**config.mk**
```make
export PLATFORM = sky130hd
export DESIGN_NAME = apc_queue
export DESIGN_NICKNAME = d
export VERILOG_FILES = /design/src/rtl/assert_macros.svh /design/src/rtl/apc_pkg.sv /design/src/rtl/apc_queue.sv
export SDC_FILE = /design/constraint.sdc
export NUM_CORES = 1
export LEC_CHECK = 0
export ABC_AREA = 1
export BUFFER_PORTS_ARGS = -buffer_cell sky130_fd_sc_hd__buf_2
export CAP_MARGIN = 20
export CORE_ASPECT_RATIO = 0.8
export CORE_UTILIZATION = 55
export DETAILED_ROUTE_END_ITERATION = 10
export GPL_ROUTABILITY_DRIVEN = 0
export MAX_ROUTING_LAYER = met4
export PLACE_DENSITY = 0.77
export SYNTH_ARGS = -nofsm -noshare
export SYNTH_HDL_FRONTEND = slang
export SYNTH_SLANG_ARGS = --single-unit
```
**constraint.sdc**
```tcl
create_clock -name clk -period 1.5 [get_ports clk]
set_input_delay 0.3 -clock clk [delete_from_list [all_inputs] [get_ports clk]]
set_output_delay 0.3 -clock clk [all_outputs]
set_load 0.01 [all_outputs]
```
**src/rtl/assert_macros.svh**
```systemverilog
// Assertion helpers for the files that check their own logic.
// Both expect signals named clk and rst in the scope of use.
`ifndef ASSERT_MACROS_SVH
`define ASSERT_MACROS_SVH

// A property that must hold at every clock edge outside reset.
`define APC_ASSERT(lbl, prop, msg) \
  lbl: assert property (@(posedge clk) disable iff (rst) (prop)) else $error(msg);

// A condition that must be followed by a property in the next cycle.
`define APC_ASSERT_NEXT(lbl, cond, prop, msg) \
  lbl: assert property (@(posedge clk) disable iff (rst) (cond) |=> (prop)) else $error(msg);

`endif

```
**src/rtl/apc_pkg.sv**
```systemverilog
package apc_pkg;

  // Largest limit that is honoured; anything above it is clamped.
  localparam int MAX_LIMIT = 65535;

  localparam int LIM_W   = 16;
  localparam int COUNT_W = 13;

  // Largest limit the 16-bit request can carry once clamped.
  localparam int EFF_MAX   = (MAX_LIMIT < 65535) ? MAX_LIMIT : 65535;
  localparam int MAP_DEPTH = EFF_MAX + 1;
  localparam int MAP_AW    = $clog2(MAP_DEPTH);

  // Square roots of a limit need half the bits plus one to reach the first overshoot.
  localparam int ROOT_W = LIM_W / 2 + 1;
  localparam int SQ_W   = LIM_W + 1;
  localparam int FORM_W = LIM_W + 3;

  localparam int QUEUE_DEPTH = 4;
  localparam int QPTR_W      = $clog2(QUEUE_DEPTH);
  localparam int QCNT_W      = $clog2(QUEUE_DEPTH + 1);

  // Residues modulo twelve that select a toggle for each quadratic form.
  localparam logic [3:0] RES_A_LO = 4'd1;
  localparam logic [3:0] RES_A_HI = 4'd5;
  localparam logic [3:0] RES_B    = 4'd7;
  localparam logic [3:0] RES_C    = 4'd11;
  localparam logic [3:0] MOD_LAST = 4'd11;

  // Square elimination and counting start here; 2 and 3 are added directly.
  localparam int FIRST_SIEVED = 5;

  typedef enum logic {
    OP_TOGGLE,
    OP_FINISH
  } op_kind_t;

  // One queue entry: a toggle address, or the closing marker that carries the limit.
  typedef struct packed {
    op_kind_t          kind;
    logic [LIM_W-1:0]  val;
    logic              clamp;
  } op_t;

  typedef enum logic [1:0] {
    FORM_A,
    FORM_B,
    FORM_C
  } form_t;

  typedef enum logic [1:0] {
    F_IDLE,
    F_GEN,
    F_FIN
  } front_state_t;

  typedef enum logic [3:0] {
    B_CLEAR,
    B_IDLE,
    B_TOG,
    B_ELIM_TEST,
    B_ELIM_CHK,
    B_ELIM_CLR,
    B_COUNT,
    B_TAIL,
    B_OUT
  } back_state_t;

  // Square of a value modulo twelve, given the value modulo twelve.
  function automatic logic [3:0] sq_mod12(input logic [3:0] m);
    logic [3:0] r;
    case (m)
      4'd0, 4'd6:                r = 4'd0;
      4'd1, 4'd5, 4'd7, 4'd11:   r = 4'd1;
      4'd2, 4'd4, 4'd8, 4'd10:   r = 4'd4;
      4'd3, 4'd9:                r = 4'd9;
      default:                   r = 4'd0;
    endcase
    return r;
  endfunction

  // Residue modulo twelve of a value below 72.
  function automatic logic [3:0] mod12_small(input logic [5:0] v);
    logic [5:0] t;
    t = v;
    if (t >= 6'd48) t = t - 6'd48;
    if (t >= 6'd24) t = t - 6'd24;
    if (t >= 6'd12) t = t - 6'd12;
    return t[3:0];
  endfunction

endpackage

```
**src/rtl/apc_queue.sv**
```systemverilog
module apc_queue (
  input  logic         clk,
  input  logic         rst,
  input  logic         push,
  input  apc_pkg::op_t push_op,
  output logic         full,
  input  logic         pop,
  output apc_pkg::op_t head,
  output logic         valid
);

  apc_pkg::op_t                 entries [apc_pkg::QUEUE_DEPTH];
  logic [apc_pkg::QPTR_W-1:0]   wr_ptr;
  logic [apc_pkg::QPTR_W-1:0]   rd_ptr;
  logic [apc_pkg::QCNT_W-1:0]   count;

  always_ff @(posedge clk) begin
    if (rst) begin
      wr_ptr <= '0;
      rd_ptr <= '0;
      count  <= '0;
    end else begin
      if (push) begin
        wr_ptr <= (wr_ptr == apc_pkg::QPTR_W'(apc_pkg::QUEUE_DEPTH - 1)) ? '0 : wr_ptr + 1'b1;
      end
      if (pop) begin
        rd_ptr <= (rd_ptr == apc_pkg::QPTR_W'(apc_pkg::QUEUE_DEPTH - 1)) ? '0 : rd_ptr + 1'b1;
      end
      if (push && !pop) begin
        count <= count + 1'b1;
      end else if (pop && !push) begin
        count <= count - 1'b1;
      end
    end
  end

  always_ff @(posedge clk) begin
    if (push) begin
      entries[wr_ptr] <= push_op;
    end
  end

  assign head  = entries[rd_ptr];
  assign valid = (count != '0);
  assign full  = (count == apc_pkg::QCNT_W'(apc_pkg::QUEUE_DEPTH));

endmodule

```
==> impl_results.md <==
- Largest net degree at the start of global routing: 19
- Violated checks: negative setup slack
- CTS root buffer: clkbuf_8
- Die area: just over 6000 um2
- Synth Area in Compound Gates: 0.105
- Yosys warns: 0
- Post-synth design cell area: around 3200 um2
- Final wirelength: about 6.7 mm
- Max cap viols: 0
- CTS tree: done
- I/O pin total: between 40 and 50
- Syn Inst Count: between 200 and 250
- Die Width: roughly 87 um
- Syn Area/Cell: about 14 um2
- Synth Area in Adders: 0.0298
- Multiplexer share of the synthesized area: 0
- Grt ovf: 0
- Initial cell density of the core: 0.577
- WS Path Type: reg2out
- Area growth syn-to-layout: 28.9%
- First-pass GRT wire length: between 9 and 10 mm
- Final Slew Violations: 0
- Row Count: 24
- Multi-input logic area: 825 um2
- PortBufs: just over 40
- Endpoints failing hold: 0
- Setup-failing EPs final: 18
- Hold Buf Count CTS: 0
- Required time of the worst setup path: between 1 and 1.5 ns
- Slew margin rel.: 0.793
- Setup crit start kind: register
- Syn_nets: roughly 260
- Placed Area: around 3500 um2
- Register area: between 2000 and 2500 um2
- Critical R2R Launch: wr_ptr[0]$_SDFFE_PP0P_
- Crit share post-route: 1.20
- CTS Buf Count: 9
- WL/cell: 17.6 um
- R2R cell count: 5
- Yosys cell types: 21
- Final hold slack: roughly 0.16 ns
- RSZ-0062 raised after global routing: true
- Post-synthesis sequential area ratio: 0.734
- First-pass iteration count of the detailed router: 4
- Hold_sp: rst
- Max VDD drop: ~0.00064 V
- Leakage: between 1.5 and 2 nW
- Hold Path Class: in2reg
- Clock-pin slew on the worst setup and hold paths: 0.07 ns
- Clock Skew: 0.00487 ns
- Total track usage: 0.229
- Total number of vias: 2054
- H-tree levels: 3
- Antenna viol nets, final: 0
- Crit-path max FO: 7
- Clk buf depth: 2
- Final Cell Area: between 4000 and 5000 um2
- HPWL after DPL: 3.52 mm
- N_diodes: 0
- Simple-Gate Fraction of Synth Area: 0.0718
- Share of layout cells above drive strength 1: 0.399
- Post-detailed-route via-to-cell ratio: approximately 5.4
- Main combinational cell family by area after synthesis: compound AO/OA/AOI/OAI gates
- Arrival @ worst endpoint: ~1.5 ns
- F_max: 557 MHz
- Post-layout minimum cycle time: about 1.8 ns
- FF+latch count, synth: 81
- CTS sink cnt: 81
- Setup tns final: -3.77 ns
- Fin nets: between 300 and 400
- Cell Pwr Density: between 1000 and 1500 nW/um2
- Core Area: between 5000 and 6000 um2
- Slack of the critical path: -0.296 ns
- Crit. End Element: output pin
- Post-synthesis xor/xnor area fraction: 0.00275
- Vias in the first global route: 1979
- Outcome: complete, but fails checks
- DR iter-0 viols: approximately 200
- Clk_lat worst skew: roughly 0.35 ns
- Worst Tran Pin Value: between 0.3 and 0.4 ns
- Die Ht: 70.1 um
- Initial antenna violation count: 0
- DRC viols: 0
- Worst hold path depth: 2
- Fillers: between 300 and 400
==> layer usage <==
layer	track usage	vias to the layer above	part of all wire
met5	-	-	0
met4	0.117	0	0.018
met3	0.0697	12	0.065
met2	0.346	75	0.50
met1	0.281	987	0.42
li1	-	980	-
==> kinds of logic (layout without fill, tap and decap cells) <==
| group | after synthesis | after routing |
|---|---|---|
| DFF | 81 | 81 |
| AOI/OAI and AO/OA | 60 | 60 |
| and+or+nand+nor | 59 | 59 |
| buffers and inverters | 26 | 95 |
| adders and majority gates | 7 | 7 |
| xor gates and xnor gates | 1 | 1 |
==> cells in the final DEF (no fill, tap or decap), types with 3 or more instances in the layout <==
cell and count:
buf_16 3, a21oi_1 3, dfxtp_1 7, o22ai_1 12, nor3_1 3, buf_12 5, o21ai_0 8, ha_1 6
o22ai_2 6, nor2_1 30, clkbuf_8 9, inv_1 14, edfxtp_1 72, o21ai_1 12, buf_4 7, buf_2 41
nor2_4 3, nor2_2 12, o21ai_2 18, nand2_1 9
==> worst max-delay path, cell delays in order, from the launching register on <==
cell     delay [ns]
dfxtp_4        0.40
buf_8          0.15
o21ai_0        0.28
o22ai_2        0.15
buf_2          0.16
==> cells in the mapped netlist (all sizes together) <==
library cell | n | area [um2]
a21oi | 3 | 15.0
clkinv | 1 | 5.00
o22ai | 18 | 113
inv | 15 | 63.8
nor3 | 3 | 15.0
o21ai | 39 | 206
nor2 | 45 | 169
nand4 | 1 | 6.26
xor2 | 1 | 8.76
fa | 1 | 20.0
dfxtp | 9 | 180
nand3 | 1 | 5.00
buf | 10 | 113
edfxtp | 72 | 2160
ha | 6 | 75.1
nand2 | 9 | 33.8
==> registers in the layout (all words and copies together) (netlist names), named ones only <==
| register | count |
|---|---|
| rd_ptr | 2 |
| count | 3 |
| entries | 72 |
| wr_ptr | 2 |
==> repair_timing <==
action	CTS	global route
pin swaps	8	11
setup buffers	2	2
cloned	5	2
endpoints found under the setup margin	18	18
resized for setup	43	36
==> path summary, 6_finish.rpt <==
path,end,slack (ns)
setup reg to reg,entries[2][10]$_DFFE_PP_,0.21
setup / recovery,head[9],-0.30
hold reg to reg,count[2]$_SDFFE_PP0P_,0.54
hold / removal,wr_ptr[0]$_SDFFE_PP0P_,0.16
==> cell type report <==
| cell class | count | share of cell area |
|---|---|---|
| flip-flops and latches | 81 | 0.571 |
| multi-input cells | 127 | 0.200 |
| repair buffers | 60 | 0.123 |
| clock buffers | 11 | 0.0319 |
| well taps | 78 | 0.0237 |
| inverters | 16 | 0.0198 |
| clock inverters | 5 | 0.0195 |
| repair inverters | 3 | 0.0100 |
==> report_power, final <==
group / total (mW) / internal, mW / switching, mW / leakage (nW)
clock network: 1.68 / 0.935 / 0.741 / 0.0995
registers: 2.63 / 2.57 / 0.0614 / 0.737
logic: 0.727 / 0.317 / 0.409 / 0.712
total: 5.03 / 3.82 / 1.21 / 1.55
==> per-stage QoR <==
step,power [mW],util,cells,setup WS [ns]
3_5_place_dp,3.21,0.634,354,0.00970
2_1_floorplan,3.00,-,234,0.149
3_3_place_gp,3.18,0.634,354,0.0380
5_1_grt,5.20,0.744,381,-0.339
6_report,5.03,0.744,381,-0.296
4_1_cts,4.96,0.716,377,-0.198
(Power assumes the default switching activity.)
