`src/rtl/assert_macros.svh`:
```
// Assertion helpers for the files that check their own logic.
// Both expect signals named clk and rst in the scope of use.
`ifndef ASSERT_MACROS_SVH
`define ASSERT_MACROS_SVH

// A property that must hold at every clock edge outside reset.
`define APC_ASSERT(lbl, prop, msg) \
  lbl: assert property (@(posedge clk) disable iff (rst) (prop)) else $error(msg);

// A condition that must be followed by a property in the next cycle.
`define APC_ASSERT_NEXT(lbl, cond, prop, msg) \
  lbl: assert property (@(posedge clk) disable iff (rst) (cond) |=> (prop)) else $error(msg);

`endif

```
`src/rtl/apc_pkg.sv`:
```
package apc_pkg;

  // Largest limit that is honoured; anything above it is clamped.
  localparam int MAX_LIMIT = 65535;

  localparam int LIM_W   = 16;
  localparam int COUNT_W = 13;

  // Largest limit the 16-bit request can carry once clamped.
  localparam int EFF_MAX   = (MAX_LIMIT < 65535) ? MAX_LIMIT : 65535;
  localparam int MAP_DEPTH = EFF_MAX + 1;
  localparam int MAP_AW    = $clog2(MAP_DEPTH);

  // Square roots of a limit need half the bits plus one to reach the first overshoot.
  localparam int ROOT_W = LIM_W / 2 + 1;
  localparam int SQ_W   = LIM_W + 1;
  localparam int FORM_W = LIM_W + 3;

  localparam int QUEUE_DEPTH = 4;
  localparam int QPTR_W      = $clog2(QUEUE_DEPTH);
  localparam int QCNT_W      = $clog2(QUEUE_DEPTH + 1);

  // Residues modulo twelve that select a toggle for each quadratic form.
  localparam logic [3:0] RES_A_LO = 4'd1;
  localparam logic [3:0] RES_A_HI = 4'd5;
  localparam logic [3:0] RES_B    = 4'd7;
  localparam logic [3:0] RES_C    = 4'd11;
  localparam logic [3:0] MOD_LAST = 4'd11;

  // Square elimination and counting start here; 2 and 3 are added directly.
  localparam int FIRST_SIEVED = 5;

  typedef enum logic {
    OP_TOGGLE,
    OP_FINISH
  } op_kind_t;

  // One queue entry: a toggle address, or the closing marker that carries the limit.
  typedef struct packed {
    op_kind_t          kind;
    logic [LIM_W-1:0]  val;
    logic              clamp;
  } op_t;

  typedef enum logic [1:0] {
    FORM_A,
    FORM_B,
    FORM_C
  } form_t;

  typedef enum logic [1:0] {
    F_IDLE,
    F_GEN,
    F_FIN
  } front_state_t;

  typedef enum logic [3:0] {
    B_CLEAR,
    B_IDLE,
    B_TOG,
    B_ELIM_TEST,
    B_ELIM_CHK,
    B_ELIM_CLR,
    B_COUNT,
    B_TAIL,
    B_OUT
  } back_state_t;

  // Square of a value modulo twelve, given the value modulo twelve.
  function automatic logic [3:0] sq_mod12(input logic [3:0] m);
    logic [3:0] r;
    case (m)
      4'd0, 4'd6:                r = 4'd0;
      4'd1, 4'd5, 4'd7, 4'd11:   r = 4'd1;
      4'd2, 4'd4, 4'd8, 4'd10:   r = 4'd4;
      4'd3, 4'd9:                r = 4'd9;
      default:                   r = 4'd0;
    endcase
    return r;
  endfunction

  // Residue modulo twelve of a value below 72.
  function automatic logic [3:0] mod12_small(input logic [5:0] v);
    logic [5:0] t;
    t = v;
    if (t >= 6'd48) t = t - 6'd48;
    if (t >= 6'd24) t = t - 6'd24;
    if (t >= 6'd12) t = t - 6'd12;
    return t[3:0];
  endfunction

endpackage

```
`src/rtl/apc_front.sv`:
```
module apc_front (
  input  logic                        clk,
  input  logic                        rst,
  input  logic                        req_valid,
  output logic                        req_stall,
  input  logic [apc_pkg::LIM_W-1:0]   limit,
  output logic                        q_push,
  output apc_pkg::op_t                q_op,
  input  logic                        q_full
);

  apc_pkg::front_state_t state;
  apc_pkg::front_state_t state_next;

  logic [apc_pkg::LIM_W-1:0]  lim;
  logic                       clamp;
  logic [apc_pkg::ROOT_W-1:0] x;
  logic [apc_pkg::ROOT_W-1:0] y;
  logic [apc_pkg::SQ_W-1:0]   xx;
  logic [apc_pkg::SQ_W-1:0]   yy;
  logic [3:0]                 xm;
  logic [3:0]                 ym;
  apc_pkg::form_t             form;

  logic                       over;
  logic [apc_pkg::LIM_W-1:0]  lim_in;
  logic                       load;
  logic                       step_x;
  logic                       adv;
  logic                       x_done;
  logic                       y_done;
  logic                       hit;
  logic [3:0]                 sa;
  logic [3:0]                 sb;
  logic [3:0]                 r_a;
  logic [3:0]                 r_b;
  logic [3:0]                 r_c;
  logic [apc_pkg::FORM_W-1:0] n_a;
  logic [apc_pkg::FORM_W-1:0] n_b;
  logic [apc_pkg::FORM_W-1:0] n_c;
  logic [apc_pkg::FORM_W-1:0] n_sel;
  logic [apc_pkg::FORM_W-1:0] lim_w;
  logic [apc_pkg::FORM_W-1:0] xx_w;
  logic [apc_pkg::FORM_W-1:0] yy_w;

  // Requests above the largest honoured limit are brought down to it.
  assign over   = ({16'b0, limit} > 32'(apc_pkg::MAX_LIMIT));
  assign lim_in = over ? apc_pkg::LIM_W'(apc_pkg::EFF_MAX) : limit;

  assign xx_w  = apc_pkg::FORM_W'(xx);
  assign yy_w  = apc_pkg::FORM_W'(yy);
  assign lim_w = apc_pkg::FORM_W'(lim);

  assign n_a = (xx_w << 2) + yy_w;
  assign n_b = (xx_w << 1) + xx_w + yy_w;
  assign n_c = (xx_w << 1) + xx_w - yy_w;

  // Residues follow from x and y modulo twelve, so no wide reduction is needed.
  assign sa  = apc_pkg::sq_mod12(xm);
  assign sb  = apc_pkg::sq_mod12(ym);
  assign r_a = apc_pkg::mod12_small({sa, 2'b00} + {2'b00, sb});
  assign r_b = apc_pkg::mod12_small({1'b0, sa, 1'b0} + {2'b00, sa} + {2'b00, sb});
  assign r_c = apc_pkg::mod12_small({1'b0, sa, 1'b0} + {2'b00, sa} + 6'd12 - {2'b00, sb});

  assign x_done = (xx > apc_pkg::SQ_W'(lim));
  assign y_done = (yy > apc_pkg::SQ_W'(lim));

  always_comb begin
    hit   = 1'b0;
    n_sel = n_a;
    case (form)
      apc_pkg::FORM_A: begin
        n_sel = n_a;
        hit   = (n_a <= lim_w) && ((r_a == apc_pkg::RES_A_LO) || (r_a == apc_pkg::RES_A_HI));
      end
      apc_pkg::FORM_B: begin
        n_sel = n_b;
        hit   = (n_b <= lim_w) && (r_b == apc_pkg::RES_B);
      end
      apc_pkg::FORM_C: begin
        n_sel = n_c;
        hit   = (x > y) && (n_c <= lim_w) && (r_c == apc_pkg::RES_C);
      end
      default: begin
        n_sel = n_a;
        hit   = 1'b0;
      end
    endcase
  end

  always_comb begin
    state_next = state;
    case (state)
      apc_pkg::F_IDLE: begin
        if (req_valid) begin
          state_next = (lim_in < apc_pkg::LIM_W'(2)) ? apc_pkg::F_FIN : apc_pkg::F_GEN;
        end
      end
      apc_pkg::F_GEN: begin
        if (x_done) state_next = apc_pkg::F_FIN;
      end
      apc_pkg::F_FIN: begin
        if (!q_full) state_next = apc_pkg::F_IDLE;
      end
      default: state_next = apc_pkg::F_IDLE;
    endcase
  end

  always_comb begin
    req_stall  = 1'b1;
    load       = 1'b0;
    step_x     = 1'b0;
    adv        = 1'b0;
    q_push     = 1'b0;
    q_op.kind  = apc_pkg::OP_TOGGLE;
    q_op.val   = n_sel[apc_pkg::LIM_W-1:0];
    q_op.clamp = clamp;
    case (state)
      apc_pkg::F_IDLE: begin
        req_stall = 1'b0;
        load      = req_valid;
      end
      apc_pkg::F_GEN: begin
        if (!x_done) begin
          if (y_done) begin
            step_x = 1'b1;
          end else begin
            adv    = !hit || !q_full;
            q_push = hit && !q_full;
          end
        end
      end
      apc_pkg::F_FIN: begin
        q_push    = !q_full;
        q_op.kind = apc_pkg::OP_FINISH;
        q_op.val  = lim;
      end
      default: begin
        req_stall = 1'b1;
      end
    endcase
  end

  always_ff @(posedge clk) begin
    if (rst) begin
      state <= apc_pkg::F_IDLE;
    end else begin
      state <= state_next;
    end
  end

  always_ff @(posedge clk) begin
    if (load) begin
      lim   <= lim_in;
      clamp <= over;
      x     <= apc_pkg::ROOT_W'(1);
      xx    <= apc_pkg::SQ_W'(1);
      xm    <= 4'd1;
      y     <= apc_pkg::ROOT_W'(1);
      yy    <= apc_pkg::SQ_W'(1);
      ym    <= 4'd1;
      form  <= apc_pkg::FORM_A;
    end else if (step_x) begin
      // (x+1)^2 = x^2 + 2x + 1
      x    <= x + 1'b1;
      xx   <= xx + apc_pkg::SQ_W'({x, 1'b1});
      xm   <= (xm == apc_pkg::MOD_LAST) ? 4'd0 : xm + 4'd1;
      y    <= apc_pkg::ROOT_W'(1);
      yy   <= apc_pkg::SQ_W'(1);
      ym   <= 4'd1;
      form <= apc_pkg::FORM_A;
    end else if (adv) begin
      case (form)
        apc_pkg::FORM_A: form <= apc_pkg::FORM_B;
        apc_pkg::FORM_B: form <= apc_pkg::FORM_C;
        default: begin
          form <= apc_pkg::FORM_A;
          y    <= y + 1'b1;
          yy   <= yy + apc_pkg::SQ_W'({y, 1'b1});
          ym   <= (ym == apc_pkg::MOD_LAST) ? 4'd0 : ym + 4'd1;
        end
      endcase
    end
  end

endmodule

```
`config.mk`:
```
export PLATFORM = sky130hd
export DESIGN_NAME = apc_front
export DESIGN_NICKNAME = d
export VERILOG_FILES = /design/src/rtl/assert_macros.svh /design/src/rtl/apc_pkg.sv /design/src/rtl/apc_front.sv
export SDC_FILE = /design/constraint.sdc
export NUM_CORES = 1
export LEC_CHECK = 0
export BUFFER_PORTS_ARGS = -buffer_cell sky130_fd_sc_hd__buf_2
export CAP_MARGIN = 40
export CORE_MARGIN = 4
export CORE_UTILIZATION = 40
export CTS_BUF_LIST = sky130_fd_sc_hd__clkbuf_8 sky130_fd_sc_hd__clkbuf_16
export CTS_CLUSTER_SIZE = 12
export DETAILED_ROUTE_END_ITERATION = 6
export PLACE_DENSITY = 0.59
export SLEW_MARGIN = 15
export SYNTH_ARGS = -nofsm -noshare
export SYNTH_HDL_FRONTEND = slang
export SYNTH_SLANG_ARGS = --single-unit
export TNS_END_PERCENT = 5
```
`constraint.sdc`:
```
create_clock -name clk -period 8.77 [get_ports clk]
set_input_delay 1.754 -clock clk [delete_from_list [all_inputs] [get_ports clk]]
set_output_delay 1.754 -clock clk [all_outputs]
set_load 0.03 [all_outputs]
```
==> results.toml, run 1 <==
[status]
status = "finished clean"

[drt]
wl_per_cell_um = 18.76
routed_via_density = 5.674
vias = 10250
antenna_left = 0
first_pass_iters = 6
finalWirelength_um = 33880
drt_iter0_markers = 865
drc = 0

[synthesis]
avgSynthCellArea_um2 = 7.861
yosys.area.top_type = "ha_1"
synth.ff_latch_count = 86
ys_types = 85
yosysWarnings = 0
post-synth-top-area-fraction = 0.2317
yosys_most_used_dff = "dfxtp_1"
synth_fp_nets = 1641
synth_edf_count = 16
syn_inst = 1408
synth.area.top_cells = "ha_1 (23%), dfxtp_1 (13%), xnor2_1 (5.5%)"
synth_area_mm2 = 0.01107
ys_async_sr_fraction = 0
ys_seq_area_frac = 0.1700

[timing]
fin_crit_sh = 0.9430
slew_headroom = 0.4170
fmax_mhz = 120.9
setup-tns-final_ps = 0
layout_min_cycle_time_ps = 8270
hold_slack_ps = 538.7
slew_viol_final = 0
tightestPinTransition_ps = 862.3
fin_skew_ps = 18.88
setup_violations = 0
setup_slack_ps = 499.8
hold_viol = 0
rsz0062_at_grt = "false"

[final_layout]
antenna_cells = 0
multiInputGateArea_mm2 = 0.008568
fillers = 2769
seqCellArea_mm2 = 0.001884
syn2layout_area_growth_pct = 8.162
fin_cells = 1806
final_net_count = 1663
drive_gt1_frac = 0.07183

[clock_tree]
path_clk_slew_ps = 80
clock-root-buffer = "clkbuf_16"
insertion_delay_ps = 360
cts_tree = "done"
numCtsBuffers = 9
cts_sinks = 86
htree_levels = 3
ctsLongestPathBuffers = 2

[power_and_ir_drop]
p_leak_nw = 5.583
irDropWorstVdd_v = 0.0001832
powerDensity_mw_per_mm2 = 212.4

[floorplanning]
fp.coreArea_mm2 = 0.02710
rows = 60
dieArea_mm2 = 0.03040
ioPinCount = 40
die_w_um = 174.3
initial_utilization = 0.4084
die_y_um = 174.3

[critical_path]
crit_arrival_ps = 6520
cp_max_fo = 9
critPathMaxStageDelay_ps = 430
start_kind = "flop"
critPathSlowestCell = "dfxtp_2"
crit_path_end_kind = "primary output"
critPathRequiredTime_ps = 7020
path_class = "reg2out"

[place]
dpl.hpwl_um = 27570
gp_congestion = 0.9100
dp.cells = 1789
io_buffers = 38
dp_slack_ps = 722.5

[global_routing]
grt_pass1_wl_um = 52940
grt.overflow.total = 0
grt_pass1_vias = 9409
grt_use_total = 0.2175
grt_max_degree = 44
antenna_found_initial = 0

[worst_hold_path]
hold_path.class = "reg2reg"

[flow_run]
drv_cap = 0
## cell type report
| cell class | count | share of cell area |
|---|---|---|
| clock buffers | 9 | 0.01881 |
| multi-input cells | 1162 | 0.7157 |
| flip-flops and latches | 86 | 0.1574 |
| inverters | 120 | 0.03763 |
| well taps | 372 | 0.03888 |
| clock inverters | 6 | 0.005644 |
| repair buffers | 51 | 0.02592 |
## layer usage
metal,GRT usage,vias to the layer above,wire length [um]
met4,0.04256,0,480
met5,0,-,0
met1,0.3097,4778,16260
met3,0.03284,20,2014
li1,-,5170,-
met2,0.3507,279,15120
## kinds of logic (layout without fill, tap and decap cells)
family	count (synthesis)	after routing	share of synthesized area
fa+ha+maj	213	213	0.2462
flops	86	86	0.1700
mux	23	23	0.02148
xor+xnor	89	89	0.07111
other cells	1	1	0.0003388
compound gates	411	411	0.2514
buf+inv	160	186	0.05675
simple gates	425	425	0.1827
## synthesized netlist by cell type, drive strengths merged (13+ instances only)
library cell,instances
ha,205
nor2,159
inv,119
a21oi,103
nand2,90
o21ai,86
xnor2,71
dfxtp,70
a21o,31
clkbuf,26
nand3,26
nor3,26
a211oi,25
a221oi,20
mux2i,20
nand4,20
o21a,20
xor2,18
o21bai,17
edfxtp,16
nor2b,16
o31ai,15
or3,15
buf,14
a31oi,13
and3,13
## placed cells by master, fill, tap and decap left out, types with 16 or more instances in the layout
cell type and count:
nand2_1 89, a21oi_1 103, a221oi_1 19, o21a_1 20, nor3_1 26, nor2_1 159
a21o_1 31, xor2_1 18, ha_1 204, inv_1 118, edfxtp_1 16, buf_2 38
nand4_1 20, xnor2_1 70, o21ai_0 83, nand3_1 24, mux2i_1 20, dfxtp_1 68
o21bai_1 17, a211oi_1 22
## final timing paths
check,start,to,slack [ps],depth (start not counted)
setup / recovery,xx[1]$_SDFFE_PP0P_,q_push,500,26
hold / removal,state[0]$_SDFFE_PP0P_,state[0]$_SDFFE_PP0P_,540,2
setup reg to reg,xx[2]$_SDFFE_PP0P_,sb[3]$_DFF_P_,1760,25
hold reg to reg,state[0]$_SDFFE_PP0P_,state[0]$_SDFFE_PP0P_,540,2
## per-stage QoR
step / util / power [mW] / cell area [um^2]
finish: 0.4417 / 2.543 / 11970
global route: 0.4417 / 2.732 / 11970
CTS: 0.4408 / 2.537 / 11950
detailed placement: 0.4300 / 2.116 / 11650
global placement: 0.4283 / 2.085 / 11610
floorplan: - / 1.652 / 11070
## state kept, by name, indices dropped and copies added, names as in the netlist, 3 cells and up
name / cells
sb: 3
yy: 17
ym: 4
xx: 17
lim: 16
y: 9
x: 9
sa: 3
xm: 4
## where the power goes
| part | switching (mW) | total, mW | internal [mW] |
|---|---|---|---|
| clock | 0.192 | 0.415 | 0.223 |
| sequential | 0.0546 | 0.506 | 0.451 |
| combinational | 1.03 | 1.62 | 0.596 |
| total | 1.27 | 2.54 | 1.27 |
## critical path: cells and delay by family, from the launching register on
family                   cells  cell delay, ps
XOR/XNOR                     2             400
adder cells (fa/ha/maj)      4            1270
flip-flops                   1             430
AO/OA/AOI/OAI               13            2740
buffers and inverters        2             260
AND/OR/NAND/NOR              5            1070
## what timing repair did
action / CTS / global route
setup endpoints to repair: 0 / 1
buffers inserted: 0 / 2
hold buffers: 0 / 0
gates resized for setup: 0 / 5
No activity file was read; power rests on OpenSTA's default activity.
==> run 2, diff against run 1 <==
--- a/config.mk
+++ b/config.mk
@@ -7,12 +7,14 @@
 export LEC_CHECK = 0
 export BUFFER_PORTS_ARGS = -buffer_cell sky130_fd_sc_hd__buf_2
 export CAP_MARGIN = 40
+export CELL_PAD_IN_SITES_DETAIL_PLACEMENT = 1
+export CELL_PAD_IN_SITES_GLOBAL_PLACEMENT = 1
 export CORE_MARGIN = 4
 export CORE_UTILIZATION = 40
 export CTS_BUF_LIST = sky130_fd_sc_hd__clkbuf_8 sky130_fd_sc_hd__clkbuf_16
 export CTS_CLUSTER_SIZE = 12
 export DETAILED_ROUTE_END_ITERATION = 6
-export PLACE_DENSITY = 0.59
+export PLACE_DENSITY = 0.73
 export SLEW_MARGIN = 15
 export SYNTH_ARGS = -nofsm -noshare
 export SYNTH_HDL_FRONTEND = slang
==> run 2 against run 1 <==
Net effect: flip-flop and latch count did not move; via count increased by 3.6%; setup slack got worse by 180 ps; clock power up 4%.
==> results.toml, run 2 (synthesized netlist as in run 1, its figures left out) <==
[timing]
slew_headroom = 0.4167
slew_viol_final = 0
layout_min_cycle_time_ps = 8451
fmax_mhz = 118.3
hold_slack_ps = 530.0
setup_slack_ps = 319.1
fin_skew_ps = 13.76
tightestPinTransition_ps = 865.8
setup_violations = 0
hold_viol = 0
fin_crit_sh = 0.9636

[clock_tree]
path_clk_slew_ps = 70
cts_sinks = 86
hold_buffers = 0
numCtsBuffers = 9
insertion_delay_ps = 370
cts_tree = "done"
ctsLongestPathBuffers = 2
htree_levels = 3
clock-root-buffer = "clkbuf_16"

[worst_hold_path]
whs_path_depth = 2
hold_path.class = "reg2reg"
hold_end = "y[6]$_SDFFE_PP0N_"
worstHoldStart = "y[6]$_SDFFE_PP0N_"

[critical_path]
start_kind = "flop"
crit_path_end_kind = "primary output"
cp_max_fo = 8
critPathRequiredTime_ps = 7020
path_class = "reg2out"
r2r_end = "sb[3]$_DFF_P_"
r2r_slack_ps = 1500
crit_arrival_ps = 6700
worst_r2r_path_depth = 25
r2r_start = "xx[2]$_SDFFE_PP0P_"

[drt]
drc = 0
wl_per_cell_um = 20.84
first_pass_iters = 5
antenna_left = 0
vias = 10620
finalWirelength_um = 37660
routed_via_density = 5.878
drt_iter0_markers = 596

[final_layout]
antenna_cells = 0
layout_commonest_cell = "ha_1"
fin_cells = 1807
layout_common_cells = "ha_1 (204), nor2_1 (159), inv_1 (118), a21oi_1 (103), nand2_1 (89)"
final_net_count = 1663
top_regs = "xx (17), yy (17), lim (16)"
syn2layout_area_growth_pct = 8.467
drive_gt1_frac = 0.07387
fillers = 3372
utilization = 0.4430

[global_routing]
grt_use_total = 0.2459
grt_pass1_vias = 10850
grt_max_degree = 44
antenna_found_initial = 0
grt_pass1_wl_um = 60480
grt.overflow.total = 0

[floorplanning]
die_w_um = 174.3
ioPinCount = 40
initial_utilization = 0.4084
fp.coreArea_mm2 = 0.02710
dieArea_mm2 = 0.03040
rows = 60
die_y_um = 174.3

[place]
dpl.hpwl_um = 30470
gp_congestion = 0.9181
dp_slack_ps = 498.4
io_buffers = 38
dp.cells = 1789

[status]
status = "finished clean"

[power_and_ir_drop]
p_leak_nw = 5.589
irDropWorstVdd_v = 0.0001545
powerDensity_mw_per_mm2 = 216.6

[flow_run]
drv_cap = 0
[run 2: layout make-up]
type | instances | area (um^2) | area share
Tap cell | 372 | 465.4 | 0.03877
Clock inverter | 7 | 88.84 | 0.007400
Timing Repair Buffer | 51 | 315.3 | 0.02626
Inverter | 120 | 450.4 | 0.03752
Sequential cell | 86 | 1884 | 0.1570
Clock buffer | 9 | 225.2 | 0.01876
Multi-Input combinational cell | 1162 | 8576 | 0.7143
[run 2: repair_timing]
action	4_1_cts	5_1_grt
endpoints found under the setup margin	0	1
buffers inserted	0	1
gates resized for setup	0	8
hold endpoints to repair	0	0
[run 2: worst max-delay path by stage]
| stage | from | to | slack [ps] | depth (start not counted) |
|---|---|---|---|---|
| after floorplan | xx[1]$_SDFFE_PP0P_ | q_push | 1500 | 27 |
| after global placement | xx[1]$_SDFFE_PP0P_ | q_push | 630 | 27 |
| after detailed placement | xx[1]$_SDFFE_PP0P_ | q_push | 500 | 27 |
| after CTS | xx[1]$_SDFFE_PP0P_ | q_push | 40 | 27 |
| after global routing | xx[1]$_SDFFE_PP0P_ | q_push | -4 | 27 |
| final | xx[2]$_SDFFE_PP0P_ | q_push | 320 | 24 |
[run 2: critical path, cell delays in order (launching register included)]
cell and delay [ps]:
dfxtp_1 450, ha_1 300, a211oi_1 250, nor2_1 130
a21oi_1 370, nand2_1 130, or2_2 290, a21oi_1 180
xnor2_1 180, ha_1 390, and4_1 290, and3_1 210
o22ai_1 200, nor2_1 70, nor2_1 150, xnor2_1 150
ha_1 340, and2_1 150, nand4_1 140, or4_1 550
a2111oi_4 570, o211ai_1 200, a211oi_2 260, o211a_1 170
buf_2 200
[run 2: per-stage QoR]
step | setup TNS [ps] | cell area, um^2 | total power, mW
6_report | 0 | 12010 | 2.601
5_1_grt | -3.801 | 12010 | 2.810
4_1_cts | 0 | 11980 | 2.603
3_5_place_dp | 0 | 11660 | 2.159
3_3_place_gp | 0 | 11600 | 2.091
2_1_floorplan | 0 | 11070 | 1.652
[run 2: layer usage]
layer  wire length, um  track usage  part of all wire  up-vias
met1             17930       0.3351              0.48     5201
met4              1311      0.09139             0.035        0
met3              1380      0.02719             0.037       58
met5                 0            0                 0        -
li1                  -            -                 -     5169
met2             17040       0.4008              0.45      193
[run 2: power breakdown]
group,switching (mW),total (mW),internal [mW]
clock,0.204,0.432,0.228
sequential,0.0595,0.511,0.451
combinational,1.06,1.66,0.602
